==> src/aas_pkg.sv <==
`default_nettype none
package aas_pkg;

  localparam int unsigned SCORE_BITS_DEF = 24;
  localparam int unsigned TEMP_W         = 16;
  localparam int unsigned DIE_W          = 7;
  localparam int unsigned TBL_W          = 19;
  localparam int unsigned CFG_IDX_W      = 2;
  localparam int unsigned BOUND_W        = TEMP_W + TBL_W;

  localparam logic [CFG_IDX_W-1:0] CFG_INIT_TEMP = 2'd0;
  localparam logic [CFG_IDX_W-1:0] CFG_ATT_LIMIT = 2'd1;
  localparam logic [CFG_IDX_W-1:0] CFG_SWP_LIMIT = 2'd2;

  localparam logic [TEMP_W-1:0] INIT_TEMP_RST = 16'd10000;
  localparam logic [TEMP_W-1:0] ATT_LIMIT_RST = 16'd10000;
  localparam logic [TEMP_W-1:0] SWP_LIMIT_RST = 16'd1000;

  localparam logic [DIE_W-1:0] DIE_MIN = 7'd1;
  localparam logic [DIE_W-1:0] DIE_MAX = 7'd100;

  // -ln(die/100) in unsigned q3.16
  localparam logic [TBL_W-1:0] NEG_LN [101] = '{
    19'd0,
    19'd301804, 19'd256378, 19'd229806, 19'd210952, 19'd196328,
    19'd184380, 19'd174277, 19'd165526, 19'd157807, 19'd150902,
    19'd144656, 19'd138954, 19'd133708, 19'd128851, 19'd124330,
    19'd120100, 19'd116127, 19'd112381, 19'd108838, 19'd105476,
    19'd102279, 19'd99230,  19'd96317,  19'd93527,  19'd90852,
    19'd88282,  19'd85808,  19'd83425,  19'd81125,  19'd78904,
    19'd76755,  19'd74674,  19'd72657,  19'd70701,  19'd68801,
    19'd66955,  19'd65159,  19'd63412,  19'd61709,  19'd60050,
    19'd58432,  19'd56853,  19'd55310,  19'd53804,  19'd52331,
    19'd50891,  19'd49481,  19'd48101,  19'd46750,  19'd45426,
    19'd44128,  19'd42856,  19'd41607,  19'd40382,  19'd39180,
    19'd37999,  19'd36839,  19'd35699,  19'd34579,  19'd33477,
    19'd32394,  19'd31329,  19'd30280,  19'd29248,  19'd28232,
    19'd27231,  19'd26246,  19'd25275,  19'd24318,  19'd23375,
    19'd22445,  19'd21529,  19'd20625,  19'd19733,  19'd18854,
    19'd17985,  19'd17129,  19'd16283,  19'd15448,  19'd14624,
    19'd13810,  19'd13006,  19'd12211,  19'd11426,  19'd10651,
    19'd9884,   19'd9127,   19'd8378,   19'd7637,   19'd6905,
    19'd6181,   19'd5464,   19'd4756,   19'd4055,   19'd3362,
    19'd2675,   19'd1996,   19'd1324,   19'd659,    19'd0
  };

  typedef struct packed {
    logic              done;
    logic [TEMP_W-1:0] temp;
  } sched_info_t;

  typedef struct packed {
    logic pend_take;
    logic fold_take;
  } eval_fb_t;

  function automatic logic [TBL_W-1:0] neg_ln_lookup(input logic [DIE_W-1:0] die);
    logic [DIE_W-1:0] d;
    if (die < DIE_MIN) begin
      d = DIE_MIN;
    end else if (die > DIE_MAX) begin
      d = DIE_MAX;
    end else begin
      d = die;
    end
    return NEG_LN[d];
  endfunction

  // floor(t*95/100) = floor(floor(t*19/4)/5), divide by 5 via reciprocal
  function automatic logic [TEMP_W-1:0] cool_temp(input logic [TEMP_W-1:0] t);
    logic [20:0] x;
    logic [18:0] y;
    logic [37:0] p;
    x = 21'(t) * 21'd19;
    y = x[20:2];
    p = 38'(y) * 38'd419431;
    return p[36:21];
  endfunction

endpackage
`default_nettype wire

==> src/annealing_acceptance_scheduler_unit.sv <==
// a result passes through the first stage register and then the output register after its request is accepted
// throughput: one request per cycle unless the output is stalled, set by the temperature and counter update loop
// the acceptance product temp * table value sits in the second register stage
// reset: temperature 10000, attempt limit 10000, swap limit 1000, counters cleared
// reset: both pipeline stages empty, no clearing pass
`default_nettype none
module annealing_acceptance_scheduler_unit import aas_pkg::*; #(
  parameter int unsigned SCORE_BITS = SCORE_BITS_DEF
) (
  input  wire logic                 clk_i,
  input  wire logic                 rst_ni,
  input  wire logic                 cfg_we_i,
  input  wire logic [CFG_IDX_W-1:0] cfg_addr_i,
  input  wire logic [TEMP_W-1:0]    cfg_wdata_i,
  input  wire logic                 s_axis_tvalid,
  output logic                      s_axis_tready,
  // current_score, candidate_score, die_value
  input  wire logic [((2*SCORE_BITS+DIE_W+7)/8)*8-1:0] s_axis_tdata,
  output logic                      m_axis_tvalid,
  input  wire logic                 m_axis_tready,
  // accept, temperature
  output logic [((1+TEMP_W+7)/8)*8-1:0] m_axis_tdata,
  // done_res
  output logic                      m_axis_tuser
);

  localparam int unsigned IN_W  = ((2*SCORE_BITS+DIE_W+7)/8)*8;
  localparam int unsigned OUT_W = ((1+TEMP_W+7)/8)*8;

  logic                  acc;
  logic [SCORE_BITS-1:0] cur;
  logic [SCORE_BITS-1:0] cand;
  logic [DIE_W-1:0]      die;
  sched_info_t           info;
  eval_fb_t              fb;
  logic                  res_accept;
  logic [TEMP_W-1:0]     res_temp;
  logic [IN_W-1:0]       in_word;

  assign in_word = s_axis_tdata;
  assign cur     = in_word[SCORE_BITS-1:0];
  assign cand    = in_word[2*SCORE_BITS-1:SCORE_BITS];
  assign die     = in_word[2*SCORE_BITS+DIE_W-1:2*SCORE_BITS];
  assign acc     = s_axis_tvalid && s_axis_tready;

  aas_sched u_sched (
    .clk_i       (clk_i),
    .rst_ni      (rst_ni),
    .cfg_we_i    (cfg_we_i),
    .cfg_addr_i  (cfg_addr_i),
    .cfg_wdata_i (cfg_wdata_i),
    .acc_i       (acc),
    .fb_i        (fb),
    .info_o      (info)
  );

  aas_eval #(
    .SCORE_BITS (SCORE_BITS)
  ) u_eval (
    .clk_i        (clk_i),
    .rst_ni       (rst_ni),
    .acc_i        (acc),
    .cur_i        (cur),
    .cand_i       (cand),
    .die_i        (die),
    .info_i       (info),
    .out_ready_i  (m_axis_tready),
    .in_ready_o   (s_axis_tready),
    .fb_o         (fb),
    .out_valid_o  (m_axis_tvalid),
    .out_accept_o (res_accept),
    .out_done_o   (m_axis_tuser),
    .out_temp_o   (res_temp)
  );

  assign m_axis_tdata = OUT_W'({res_temp, res_accept});

  // a finished run never accepts and reports zero temperature
  a_done_result : assert property (@(posedge clk_i) disable iff (!rst_ni)
    m_axis_tvalid && m_axis_tuser |-> !m_axis_tdata[0] && (m_axis_tdata[TEMP_W:1] == '0))
    else $error("done result with accept or temperature set");

  // an accepted request reaches the output through the first stage and output registers when not stalled
  a_latency : assert property (@(posedge clk_i) disable iff (!rst_ni)
    acc ##1 m_axis_tready |=> m_axis_tvalid)
    else $error("result missing two cycles after request");

  // input side only stalls when both stages are occupied and output is stalled
  a_stall : assert property (@(posedge clk_i) disable iff (!rst_ni)
    !s_axis_tready |-> m_axis_tvalid && !m_axis_tready)
    else $error("input stalled without output back-pressure");

endmodule
`default_nettype wire

==> src/aas_sched.sv <==
`default_nettype none
module aas_sched import aas_pkg::*; (
  input  wire logic                 clk_i,
  input  wire logic                 rst_ni,
  input  wire logic                 cfg_we_i,
  input  wire logic [CFG_IDX_W-1:0] cfg_addr_i,
  input  wire logic [TEMP_W-1:0]    cfg_wdata_i,
  input  wire logic                 acc_i,
  input  wire eval_fb_t             fb_i,
  output sched_info_t               info_o
);

  logic [TEMP_W-1:0] temp_q, temp_d;
  logic [TEMP_W-1:0] att_q, att_d;
  logic [TEMP_W-1:0] swap_q, swap_d;
  logic [TEMP_W-1:0] att_lim_q, att_lim_d;
  logic [TEMP_W-1:0] swap_lim_q, swap_lim_d;

  logic [TEMP_W-1:0] swap_inc;
  logic [TEMP_W-1:0] swap_base;
  logic              swap_ge;
  logic              cool;
  logic              done;
  logic [TEMP_W-1:0] temp_item;

  assign done      = (temp_q == '0);
  assign swap_inc  = swap_q + TEMP_W'(1);
  // swap count including the request still under evaluation
  assign swap_ge   = fb_i.pend_take ? (swap_inc >= swap_lim_q) : (swap_q >= swap_lim_q);
  assign cool      = (att_q >= att_lim_q) || swap_ge;
  assign temp_item = cool ? cool_temp(temp_q) : temp_q;
  assign swap_base = fb_i.fold_take ? swap_inc : swap_q;

  assign info_o.done = done;
  assign info_o.temp = done ? '0 : temp_item;

  always_comb begin
    temp_d     = temp_q;
    att_d      = att_q;
    swap_d     = swap_base;
    att_lim_d  = att_lim_q;
    swap_lim_d = swap_lim_q;
    if (cfg_we_i) begin
      unique case (cfg_addr_i)
        CFG_INIT_TEMP: begin
          temp_d = cfg_wdata_i;
          att_d  = '0;
          swap_d = '0;
        end
        CFG_ATT_LIMIT: att_lim_d = cfg_wdata_i;
        CFG_SWP_LIMIT: swap_lim_d = cfg_wdata_i;
        default: ;
      endcase
    end else if (acc_i && !done) begin
      temp_d = temp_item;
      att_d  = cool ? TEMP_W'(1) : att_q + TEMP_W'(1);
      if (cool) begin
        swap_d = '0;
      end
    end
  end

  always_ff @(posedge clk_i or negedge rst_ni) begin
    if (!rst_ni) begin
      temp_q     <= INIT_TEMP_RST;
      att_q      <= '0;
      swap_q     <= '0;
      att_lim_q  <= ATT_LIMIT_RST;
      swap_lim_q <= SWP_LIMIT_RST;
    end else begin
      temp_q     <= temp_d;
      att_q      <= att_d;
      swap_q     <= swap_d;
      att_lim_q  <= att_lim_d;
      swap_lim_q <= swap_lim_d;
    end
  end

endmodule
`default_nettype wire

==> src/aas_eval.sv <==
`default_nettype none
module aas_eval import aas_pkg::*; #(
  parameter int unsigned SCORE_BITS = SCORE_BITS_DEF
) (
  input  wire logic                  clk_i,
  input  wire logic                  rst_ni,
  input  wire logic                  acc_i,
  input  wire logic [SCORE_BITS-1:0] cur_i,
  input  wire logic [SCORE_BITS-1:0] cand_i,
  input  wire logic [DIE_W-1:0]      die_i,
  input  wire sched_info_t           info_i,
  input  wire logic                  out_ready_i,
  output logic                       in_ready_o,
  output eval_fb_t                   fb_o,
  output logic                       out_valid_o,
  output logic                       out_accept_o,
  output logic                       out_done_o,
  output logic [TEMP_W-1:0]          out_temp_o
);

  localparam int unsigned LHS_W = SCORE_BITS + 16;
  localparam int unsigned CMP_W = (LHS_W > BOUND_W) ? LHS_W : BOUND_W;

  logic                  s1_valid_q;
  logic                  s1_done_q;
  logic [TEMP_W-1:0]     s1_temp_q;
  logic                  s1_strict_q;
  logic [SCORE_BITS-1:0] s1_delta_q;
  logic [TBL_W-1:0]      s1_tval_q;

  logic                  out_valid_q;
  logic                  out_accept_q;
  logic                  out_done_q;
  logic [TEMP_W-1:0]     out_temp_q;

  logic                  adv;
  logic [BOUND_W-1:0]    bound;
  logic [CMP_W-1:0]      lhs;
  logic [CMP_W-1:0]      rhs;
  logic                  take;

  assign adv        = !out_valid_q || out_ready_i;
  assign in_ready_o = !s1_valid_q || adv;

  assign bound = BOUND_W'(s1_temp_q) * BOUND_W'(s1_tval_q);
  assign lhs   = CMP_W'({s1_delta_q, 16'h0000});
  assign rhs   = CMP_W'(bound);
  assign take  = !s1_done_q && (s1_strict_q || ((s1_temp_q != '0) && (lhs <= rhs)));

  assign fb_o.pend_take = s1_valid_q && take;
  assign fb_o.fold_take = s1_valid_q && adv && take;

  always_ff @(posedge clk_i or negedge rst_ni) begin
    if (!rst_ni) begin
      s1_valid_q  <= 1'b0;
      out_valid_q <= 1'b0;
    end else begin
      if (acc_i) begin
        s1_valid_q <= 1'b1;
      end else if (adv) begin
        s1_valid_q <= 1'b0;
      end
      if (adv) begin
        out_valid_q <= s1_valid_q;
      end
    end
  end

  always_ff @(posedge clk_i) begin
    if (acc_i) begin
      s1_done_q   <= info_i.done;
      s1_temp_q   <= info_i.temp;
      s1_strict_q <= cand_i < cur_i;
      s1_delta_q  <= cand_i - cur_i;
      s1_tval_q   <= neg_ln_lookup(die_i);
    end
    if (adv && s1_valid_q) begin
      out_accept_q <= take;
      out_done_q   <= s1_done_q;
      out_temp_q   <= s1_temp_q;
    end
  end

  assign out_valid_o  = out_valid_q;
  assign out_accept_o = out_accept_q;
  assign out_done_o   = out_done_q;
  assign out_temp_o   = out_temp_q;

endmodule
`default_nettype wire

==> config.mk <==
export PLATFORM = sky130hd
export DESIGN_NAME = annealing_acceptance_scheduler_unit
export DESIGN_NICKNAME = d
export VERILOG_FILES = /design/src/aas_pkg.sv /design/src/annealing_acceptance_scheduler_unit.sv /design/src/aas_sched.sv /design/src/aas_eval.sv
export SDC_FILE = /design/constraint.sdc
export NUM_CORES = 2
export LEC_CHECK = 0
export ABC_AREA = 1
export BUFFER_PORTS_ARGS = -buffer_cell sky130_fd_sc_hd__buf_2
export CAP_MARGIN = 5
export CORE_MARGIN = 8
export CORE_UTILIZATION = 45
export CTS_CLUSTER_DIAMETER = 50
export DETAILED_ROUTE_END_ITERATION = 8
export MAX_ROUTING_LAYER = met4
export PLACE_DENSITY = 0.6
export SETUP_SLACK_MARGIN = 0.4
export SKIP_LAST_GASP = 1
export SLEW_MARGIN = 20
export SYNTH_ARGS = -nofsm -noshare
export SYNTH_HDL_FRONTEND = slang
export SYNTH_HIERARCHICAL = 1
export SYNTH_SLANG_ARGS = --single-unit
==> constraint.sdc <==
create_clock -name clk_i -period 9 [get_ports clk_i]
set_input_delay 0.9 -clock clk_i [delete_from_list [all_inputs] [get_ports clk_i]]
set_output_delay 0.9 -clock clk_i [all_outputs]
set_load 0.02 [all_outputs]
# [Word level (Yosys, flattened, before mapping)]
# Memory sizes are Yosys's and may differ from the RTL's. A register that Yosys moved wholly into a read port is not among the register bits.
# Cells that the tools add are included.
[word_totals] input_bits=79 latchBits=0 out_inout_bits=27 n_memories=1 mem_bits_ro=2432 ramBits=0 wordCells=74 reg_bits=142
[classes] mul=3 eq_ne=3 n_shift=0 add_sub_neg=3 bitwise_logic=1 reduce_logical=23 n_div=0 mux=19 n_lt_le_gt_ge=7
[memory_table] memory="(no name shown)" words=128 word_bits=19 read_ports=1 rd_clocked_by_memory_dff=1 wr=0 line_no="aas_pkg.sv:66" rtl="return NEG_LN[d];"
[ops] operator="16-bit 2-to-1 mux" count=13
[ops] operator="16-bit greater-or-equal comparator" count=3
[ops] operator="40-bit by 35-bit less-or-equal comparator with 1-bit output" count=1
[ops] operator="19-bit by 19-bit multiplier with 37-bit output, second input constant" count=1
[ops] operator="16-bit by 19-bit multiplier with 35-bit output" count=1
[ops] operator="16-bit by 1-bit adder with 16-bit output, second input constant" count=2
[ops] operator="24-bit < comparator" count=1
[ops] operator="24-bit subtractor" count=1
[ops] operator="16-bit by 5-bit multiplier with 21-bit output, second input constant" count=1
[ops] operator="7-bit 2-to-1 mux" count=3
[ops] operator="16-bit zero test" count=1
[ops] operator="16-bit nonzero test" count=1
[ops] operator="7-bit NOT with 8-bit output" count=1
[ops] operator="7-bit greater-than comparator, second input constant" count=1
[ops] operator="1-bit logical AND" count=7
[ops] operator="7-bit by 1-bit < comparator with 1-bit output, second input constant" count=1
[ops] operator="2-bit AND reduction" count=3
[ops] operator="1-bit zero test" count=4
[ops] operator="1-bit logical OR" count=4
[ops] operator="2-bit nonzero test" count=2
[ops] operator="1-bit 2-to-1 mux" count=3
[ops] operator="2-bit by 1-bit == test with 1-bit output, second input constant" count=1
[ops] operator="2-bit == test, second input constant" count=1
[ops] operator="2-bit zero test" count=1
[ops] operator="2-bit by 1-bit inequality test with 1-bit output, second input constant" count=1

# [Depth between registers and ports, before layout]
[depth] depth_word=11 depth_mapped=54 depth_no_buf=52

# [Hierarchy]
# Netlist, hierarchy kept.
[modules_own_cells] mod="aas_eval" n_inst=1 seq_area_each_um2=2422.3 cells_each=2244 area_per_inst_um2=17042.6
[modules_own_cells] mod="aas_sched" n_inst=1 seq_area_each_um2=2021.9 cells_each=1845 area_per_inst_um2=14124.8
[modules_own_cells] mod="annealing_acceptance_scheduler_unit" n_inst=1 seq_area_each_um2=0.0 cells_each=11 area_per_inst_um2=71.3

# [Least setup slack after synthesis]
# No wires, ideal clock.
[synth_timing] path_type="reg2reg" start="register u_eval.s1_temp_q[8]" end="register u_eval.s1_temp_q[14], data pin" arrival_time_ps=7418 setup_slack_ps=1307 stages_incl_launch_ff=45 period_less_slack_ps=7693 setup_ps=275 required_ps=8725 n_path_buf=3 cell_sequence="edfxtp_1 > clkbuf_1 > clkbuf_1 > nand2_1 > fa_1 > inv_1 > fa_1 > inv_1 > fa_1 > inv_1 > fa_1 > fa_1 > inv_1 > fa_1 > inv_1 > ha_1 > nand2_1 > inv_1 > [... 9 more ...] > nand3_1 > nor2_1 > nand2_1 > nor2_1 > nand3_1 > nor2_1 > nand3_1 > nand2_1 > nand2_1 > nand2_1 > nand2_1 > nor2_1 > nand4_1 > nand2_2 > nand2_4 > buf_4 > nand3_1 > a21oi_1"
[synth_rtl] element="from (decl)" line_no="aas_eval.sv:26" rtl="logic [TEMP_W-1:0] s1_temp_q;"
[synth_rtl] element="from (signal assigned)" line_no="aas_eval.sv:72" rtl="s1_temp_q <= info_i.temp;"

# [Worst setup path after layout]
[layout_timing] start="register u_sched.temp_q[5]" end="register u_eval.s1_temp_q[1], data pin"
[layout_between] elab_chain_cells=3 word_cells_on_any_way=4 classes_between="mul: 2; mux: 1; reduce/logical: 1"
[layout_lines] element="from (decl)" line_no="aas_sched.sv:13" rtl="logic [TEMP_W-1:0] temp_q, temp_d;"
[layout_lines] element="from (signal assigned)" line_no="aas_sched.sv:71" rtl="temp_q <= temp_d;"
[layout_lines] element="16-bit by 5-bit multiplier with 21-bit output" line_no="aas_pkg.sv:74" rtl="x = 21'(t) * 21'd19;"
[layout_lines] element="19-bit by 19-bit multiplier with 37-bit output" line_no="aas_pkg.sv:76" rtl="p = 38'(y) * 38'd419431;"
[layout_lines] element="16-bit 2-to-1 mux" line_no="aas_sched.sv:31" rtl="assign temp_item = cool ? cool_temp(temp_q) : temp_q;"
# Parallel ways exist; a longest one is shown, timed or not.
# A chain may end at the register's enable or synchronous reset.

==> results.json <==
{
  "ys_seq_area_share_pct": 14.2,
  "route.detailed.drc": 0,
  "max_freq_ghz": 0.122,
  "cp-end-kind": "flop",
  "cts-buffers-inserted": 17,
  "status": "finished clean",
  "postCtsHoldBufs": 0,
  "synth_edf_count": 79,
  "dominantRegCellSynth": "edfxtp_1",
  "stdcell_area_um2": 34800,
  "initialDrtViolationCount": 1861,
  "vias_per_cell": 5.12,
  "die_h_um": 279,
  "core_um2": 68700,
  "dpl.hpwl_um": 71600,
  "grt_pass1_wl_um": 141000,
  "async_flop_share_pct": 50.9,
  "critPathMaxStageDelay_ps": 580,
  "drive_gt1_share_pct": 10.9,
  "path_clk_slew_ps": 80,
  "maxSlewHeadroom_pct": 38.8,
  "fin_skew_ps": 21.4,
  "synth_area_leaders": "fa_1 (24%), ha_1 (16%), inv_1 (12%)",
  "yosys.area.top_type": "fa_1",
  "netlist_instances": 4100,
  "wl_um": 87400,
  "drv_cap": 0,
  "initial_utilization_pct": 45.5,
  "critPathMostFrequentCell": "inv_1",
  "cts_tree": "done",
  "rows": 96,
  "setup_viol_count_final": 0,
  "finalCriticalPeriod_ps": 8210,
  "path_class": "flop to flop",
  "io_pins": 106,
  "syn_area_um2": 31200,
  "crit_path_top_delay_cell": "fa_1",
  "final_common_cell": "inv_1",
  "cts_max_level": 4,
  "ys_warn_count": 6,
  "crit_path_start_kind": "flop",
  "die_area_um2": 78100,
  "rsz0062_at_grt": "false",
  "diodes": 0,
  "placed_area_um2": 33000,
  "antenna_found_initial": 0,
  "wl_per_cell_um": 16.9,
  "port_buffers": 97,
  "fin_crit_sh_pct": 91.3,
  "final_cell_mix": "inv_1 (985), nand2_1 (872), ha_1 (391)",
  "clkLatencyLatePin_ps": 490,
  "tightest_slew_ps": 911,
  "gp_congestion": 0.939,
  "areaGrowthSynthToFinish_pct": 11.3,
  "final_hold_viol_count": 0,
  "grt_max_degree": 69,
  "synth_seq_cells": 161,
  "r2r.worst_path.cells": 31,
  "dr.pass1.iters": 5,
  "grt.total_usage_pct": 23.2,
  "grt_pass1_vias": 26400,
  "num_vias": 26600,
  "hold_path.class": "primary input to async pin",
  "grt_overflow_total": 0,
  "n_fill_cell": 6836,
  "synth.distinct_cells": 66,
  "setup_tns_ps": 0,
  "finalNetCount": 5095,
  "final-max-slew-violation-count": 0,
  "arrival_ps": 8530,
  "cts_root_buffer": "clkbuf_16",
  "worstPathRequired_ps": 9320,
  "postRouteAntennaNets": 0,
  "clk_path_buf_depth": 2,
  "synth_top_cell_area_share_pct": 24.0,
  "critPathMaxFanout": 7,
  "synth_area_per_cell_um2": 7.62,
  "cts.sinks": 161,
  "die_w_um": 279
}
[synth_stat cells, types with 14 or more instances]
library cell and number:
a21o_1 18, a21oi_1 206, a31oi_1 20, buf_2 15, buf_4 20, clkbuf_1 83
dfrtp_1 66, dfstp_2 16, edfxtp_1 79, fa_1 374, ha_1 405, inv_1 987
inv_2 24, nand2_1 890, nand3_1 156, nand4_1 31, nor2_1 195, nor3_1 33
nor4_1 14, o21ai_0 140, o21ai_1 46, o21bai_1 19, o22ai_1 18, xnor2_1 29
xor2_1 74
[sequential cells by signal (all words and copies together) (netlist names)]
signal               cells
u_eval/s1_delta_q       24
u_sched/swap_q          16
u_eval/s1_temp_q        16
u_sched/att_lim_q       16
u_eval/out_valid_o       1
u_eval/s1_tval_q        19
u_eval/s1_strict_q       1
u_eval/out_accept_o      1
u_eval/out_done_o        1
u_eval/out_temp_o       16
u_sched/att_q           16
u_sched/swap_lim_q      16
u_eval/s1_valid_q        1
u_eval/s1_done_q         1
u_sched/temp_q          16
[critical path, delay by kind of cell (launching register included)]
| family | cells | cell delay [ps] |
|---|---|---|
| xor gates and xnor gates | 2 | 860 |
| adders and majority gates | 10 | 4510 |
| buffers and inverters | 9 | 710 |
| DFF | 1 | 500 |
| AOI/OAI and AO/OA | 3 | 450 |
| and+or+nand+nor | 7 | 1020 |
[stage by stage]
stage               hold slack [ps]  instances  utilization, %  worst slack, ps
global placement                461       5082            48.0              116
floorplan                       426       4106               -             1310
detailed placement              448       5082            48.0             62.0
finish                          257       5181            50.6              786
global route                    262       5181            50.6              321
CTS                             242       5153            49.6              413
[per-layer routing]
metal / share of wire (%) / GRT usage [%] / vias to the layer above
li1: - / - / 12900
met1: 46 / 31.8 / 12800
met2: 46 / 36.2 / 704
met3: 6.0 / 3.13 / 110
met4: 2.1 / 5.59 / 0
met5: 0 / - / -
[final timing paths]
kind,slack (ps),endpoint,start
setup / recovery,790,u_eval/s1_temp_q[1],u_sched/temp_q[5]
hold / removal,260,u_sched/att_q[11],rst_ni
setup reg to reg,790,u_eval/s1_temp_q[1],u_sched/temp_q[5]
hold reg to reg,470,u_eval/out_done_o,u_eval/s1_done_q
max in group asynchronous,7580,u_sched/temp_q[0],rst_ni
min in group clk_i,470,u_eval/out_done_o,u_eval/s1_done_q
[timing repair]
action	4_1_cts	5_1_grt
resized for setup	5	100
buffers inserted	39	27
cloned	0	1
pin swaps	0	36
hold endpoints to repair	0	0
endpoints found under the setup margin	64	64
[kinds of logic (layout without fill, tap and decap cells)]
logic type	after synthesis	after routing	synth area share, %
AO/OA/AOI/OAI	530	530	9.66
XOR/XNOR	109	109	3.22
adder cells (fa/ha/maj)	779	779	40.2
buffers and inverters	1145	1289	14.2
flip-flops	161	161	14.2
other	1	7	0.0120
AND/OR/NAND/NOR	1375	1375	18.5
[final cells by class]
cell class | instances | area (um2) | share of cell area, %
clock buffers | 17 | 425 | 1.22
clock inverters | 15 | 186 | 0.536
inverters | 1018 | 3840 | 11.0
multi-input cells | 2800 | 22900 | 65.7
flip-flops and latches | 161 | 4440 | 12.8
well taps | 931 | 1160 | 3.35
repair buffers | 239 | 1870 | 5.39
Power is not shown: default switching activity piles up to over one toggle a cycle in this logic, so the estimate is an artifact.
